[config.mk]
export PLATFORM = sky130hd
export DESIGN_NAME = htd_ctrl
export DESIGN_NICKNAME = d
export VERILOG_FILES = /design/src/rtl/core/htd_pkg.sv /design/src/rtl/core/htd_ctrl.sv
export SDC_FILE = /design/constraint.sdc
export NUM_CORES = 1
export LEC_CHECK = 0
export ABC_AREA = 0
export ABC_CLOCK_PERIOD_IN_PS = 3500
export BUFFER_PORTS_ARGS = -buffer_cell sky130_fd_sc_hd__buf_2
export CAP_MARGIN = 20
export CORE_AREA = 2 2 39 41
export CTS_BUF_LIST = sky130_fd_sc_hd__clkbuf_4 sky130_fd_sc_hd__clkbuf_8
export DETAILED_ROUTE_END_ITERATION = 12
export DIE_AREA = 0 0 41 43
export HOLD_SLACK_MARGIN = 0.05
export MAX_ROUTING_LAYER = met4
export PLACE_DENSITY_LB_ADDON = 0.1
export SLEW_MARGIN = 25
export SYNTH_ARGS = -nofsm -noshare
export SYNTH_HDL_FRONTEND = slang
export SYNTH_SLANG_ARGS = --single-unit
[constraint.sdc]
create_clock -name clk -period 3.5 [get_ports clk]
set_clock_uncertainty 0.2 [all_clocks]
set_input_delay 0 -clock clk [delete_from_list [all_inputs] [get_ports clk]]
set_output_delay 0 -clock clk [all_outputs]
set_load 0.01 [all_outputs]
[src/rtl/core/htd_pkg.sv]
package htd_pkg;
  localparam int NodeCountDef = 512;
  localparam int MaxCodeLengthDef = 16;
  localparam int SymbolWidthDef = 8;

  localparam logic [1:0] OpLoad = 2'd0;
  localparam logic [1:0] OpDecode = 2'd1;
  localparam logic [1:0] OpRestart = 2'd2;
  localparam logic [1:0] OpUnknown = 2'd3;

  localparam logic [1:0] StSymbol = 2'd0;
  localparam logic [1:0] StNone = 2'd1;
  localparam logic [1:0] StAccepted = 2'd2;
  localparam logic [1:0] StError = 2'd3;

  // controller to datapath
  typedef struct packed {
    logic capture;     // latch input transaction, load bit index (code length for a load, zero for a decode)
    logic rd;          // read node table at current node, or at its child during lookahead
    logic step;        // apply read data: advance, allocate, emit
    logic clear;       // clear pass write
    logic restart;     // walk back to root
  } htd_cmd_t;

  // datapath to controller
  typedef struct packed {
    logic done;        // item finished after this step
    logic clear_done;
  } htd_stat_t;
endpackage

[src/rtl/core/htd_ctrl.sv]
module htd_ctrl
  import htd_pkg::*;
(
  input  logic clk,
  input  logic rst,
  input  logic in_valid,
  output logic in_ready,
  input  logic [1:0] operation,
  input  logic out_free,
  input  htd_stat_t stat,
  output htd_cmd_t cmd
);
  localparam logic [2:0] S_CLEAR = 3'd0;
  localparam logic [2:0] S_IDLE = 3'd1;
  localparam logic [2:0] S_READ = 3'd2;
  localparam logic [2:0] S_STEP = 3'd3;
  localparam logic [2:0] S_WAIT = 3'd4;

  logic [2:0] state, state_next;

  always_ff @(posedge clk) begin
    if (rst) state <= S_CLEAR;
    else state <= state_next;
  end

  assign in_ready = (state == S_IDLE);

  always_comb begin
    state_next = state;
    cmd = '0;
    unique case (state)
      S_CLEAR: begin
        cmd.clear = 1'b1;
        if (stat.clear_done) state_next = S_IDLE;
      end
      S_IDLE: begin
        if (in_valid) begin
          cmd.capture = 1'b1;
          if (operation == OpRestart) cmd.restart = 1'b1;
          state_next = S_READ;
        end
      end
      S_READ: begin
        cmd.rd = 1'b1;
        state_next = S_WAIT;
      end
      S_WAIT: begin
        if (out_free) state_next = S_STEP;
      end
      S_STEP: begin
        cmd.step = 1'b1;
        state_next = stat.done ? S_IDLE : S_READ;
      end
      default: state_next = S_IDLE;
    endcase
  end
endmodule

==> reports/qor.yml <==
rrSetupSlack_ns: 1.10
cap_violations: 0
crit_arrival_ns: 2.31
die_area_mm2: 0.00176
antenna_found_initial: 0
wl_per_cell_um: 9.39
cts.clk_slew.worst_paths_ns: 0.04
intPower_uw: 155
switching_share_pct: 34.7
clkSinkCount: 3
ant_nets: 0
dp_hpwl_um: 486
final_util_pct: 31.9
start_util_pct: 20.8
ir_worst_vdd_v: 0.000208
syn_area_per_cell_um2: 8.46
grt_start_max_net_pins: 14
critical_path_class: "register to register"
period_needed_ns: 2.40
dr_total_vias: 307
grt_pass1_vias: 281
area_delta_synth_final_pct: 53.5
clkPwrFrac_pct: 28.0
worst_pin_slew_ns: 0.407
r2r_cells: 5
hp-class: "input pin to primary output"
finalSetupViolCount: 0
rr_startpoint: "state[0]$_SDFFE_PP0P_"
wl_met2_um: 327
diodes: 0
synth_top_family_by_area: "simple AND/OR/NAND/NOR gates"
switching_power_uw: 82.6
pin_count: 14
postCtsHoldBufs: 8
hold_viol_final: 0
slew_viol_final: 0
crit_slowest_cell: "dlygate4sd3_1"
ys.warnings.count: 0
rr_endpoint: "state[2]$_SDFFE_PP0P_"
yosysUniqueCellTypes: 22
crit_top_cell: "dlygate4sd3_1"
ys.flop_type: "dfxtp_1"
top_register: "state"
clk_path_buf_depth: 2
crit_chain: "mux2i_1, a21oi_1, dlygate4sd3_1, o31a_1, dlygate4sd3_1"
synth_xor_area_share_pct: 0
endpoint: "state[2]$_SDFFE_PP0P_"
chipWidth_um: 41
post_drt_via_cell_ratio: 4.32
rsz0062_at_grt: "false"
reg_top3: "state (3)"
pwr-share-seq_pct: 29.2
powerDensity_mw_per_mm2: 539
wirelength_met1_um: 305
p_leak_nw: 0.192
cp-end-kind: "register"
synthMuxAreaShare_pct: 3.48
drc_errors: 0
dr_wl_met3_um: 33
top_layer: "met3"
cp-start-kind: "register"
portBuffers: 13
die_h_um: 43
maxSlewHeadroom_pct: 72.8
cp.required_ns: 3.41
first_pass_iters: 1
post-route-period-util_pct: 68.6
htreeDepth: 1
cts_resized: 0
startpoint: "state[0]$_SDFFE_PP0P_"
cts_made_buffers: 3
cts_setup_buffers: 0
ys_seq_elements: 3
clk_latency_ns: 0.23
cts_tree: "done"
synth_edf_count: 0
synthSimpleGateAreaFrac_pct: 37.8
place_congestion: 0.675
row_count: 14
cp_max_fo: 13
grt.total_usage_pct: 9.26
syn-num-nets: 42
drive_gt1_share_pct: 34.5
drt_iter0_drc: 0
grt_pass1_wl_mm: 1.06
synth_async_sr_flop_share_pct: 0
synth-adder-area-share_pct: 0
nets: 64
netlist_instances: 34
largest_register_ffs: 3
wl_um: 667
syn_area_um2: 288
synth_compound_area_share_pct: 22.2
crit_path_max_incr_delay_ns: 0.57
clock.fmax_mhz: 416
status: "finished clean"
core_mm2: 0.00138
setup_tns_ns: 0
root_buffer: "clkbuf_4"
combPwrFrac_pct: 42.8
synth_seq_area_share_pct: 20.9
grt_overflow: 0
worst max-delay path: cells and delay by family (launching register included):
kind | cells | cell delay, ns
AO/OA/AOI/OAI | 2 | 0.18
buffers and inverters | 2 | 1.12
flip-flops | 1 | 0.55
multiplexers | 1 | 0.23
kinds of logic after synthesis:
group	count (synthesis)
simple gates	16
compound gates	9
flops	3
mux	1
buf+inv	5
cells in the mapped netlist, types with 2 or more instances:
master | n | area [um2]
a21oi_1 | 2 | 10.0
nand2b_1 | 3 | 18.8
nor2_1 | 2 | 7.51
nor3_1 | 2 | 10.0
dfxtp_1 | 3 | 60.1
nor4b_1 | 2 | 17.5
buf_6 | 3 | 33.8
o21a_1 | 2 | 15.0
nor3b_1 | 2 | 15.0
layout by cell type (no fill, tap or decap):
| cell type | count |
|---|---|
| a21boi_1 | 1 |
| mux2i_1 | 1 |
| o21a_1 | 2 |
| nor3_1 | 2 |
| a21oi_1 | 2 |
| or2b_1 | 1 |
| nor4b_2 | 1 |
| nor2_1 | 2 |
| buf_2 | 13 |
| nand3b_1 | 1 |
| and2_1 | 1 |
| o31a_1 | 1 |
| dlygate4sd3_1 | 8 |
| clkbuf_4 | 4 |
| clkinv_1 | 1 |
| a211oi_1 | 1 |
| nand2b_1 | 3 |
| nand2_1 | 1 |
| nor4b_1 | 2 |
| a31oi_1 | 1 |
| nor3b_1 | 2 |
| a21oi_2 | 1 |
| dfxtp_1 | 3 |
stage by stage:
step | instances | instance area, um2 | hold WS, ns | worst slack (ns) | power [mW]
2_1_floorplan | 34 | 288 | -0.164 | 2.30 | 0.145
3_3_place_gp | 59 | 332 | 0.0477 | 2.14 | 0.153
3_5_place_dp | 59 | 332 | 0.0483 | 2.12 | 0.154
4_1_cts | 71 | 442 | 0.162 | 1.12 | 0.243
5_1_grt | 71 | 442 | 0.177 | 0.981 | 0.260
6_report | 71 | 442 | 0.162 | 1.10 | 0.238
routing by layer:
metal / vias up / global-route usage [%]
met5: - / -
met4: 0 / 10.0
met3: 0 / 1.57
met2: 7 / 12.8
met1: 137 / 9.97
li1: 163 / -
layout make-up:
class	instances	area (um2)
timing repair buffer	21	145
fill	154	942
multi-input combinational	26	183
tap	16	20.0
clock buffer	4	30.0
sequential	3	60.1
inverter	1	3.75
worst min path at each step:
stage | from | to | slack (ns) | cells after the start
floorplan | operation[0] | cmd[0] | -0.16 | 1
global placement | operation[0] | cmd[0] | 0.05 | 3
detailed placement | operation[0] | cmd[0] | 0.05 | 3
CTS | operation[1] | cmd[0] | 0.16 | 3
global route | operation[1] | cmd[0] | 0.18 | 3
finish | operation[1] | cmd[0] | 0.16 | 3
power by group through the flow:
stage	Combinational, mW	Clock (mW)	Sequential (mW)
final	0.102	0.0666	0.0696
after global routing	0.113	0.0740	0.0736
after CTS	0.103	0.0704	0.0694
after detailed placement	0.0842	0	0.0698
after global placement	0.0835	0	0.0695
after floorplan	0.0956	0	0.0497
(Power assumes the default switching activity.)
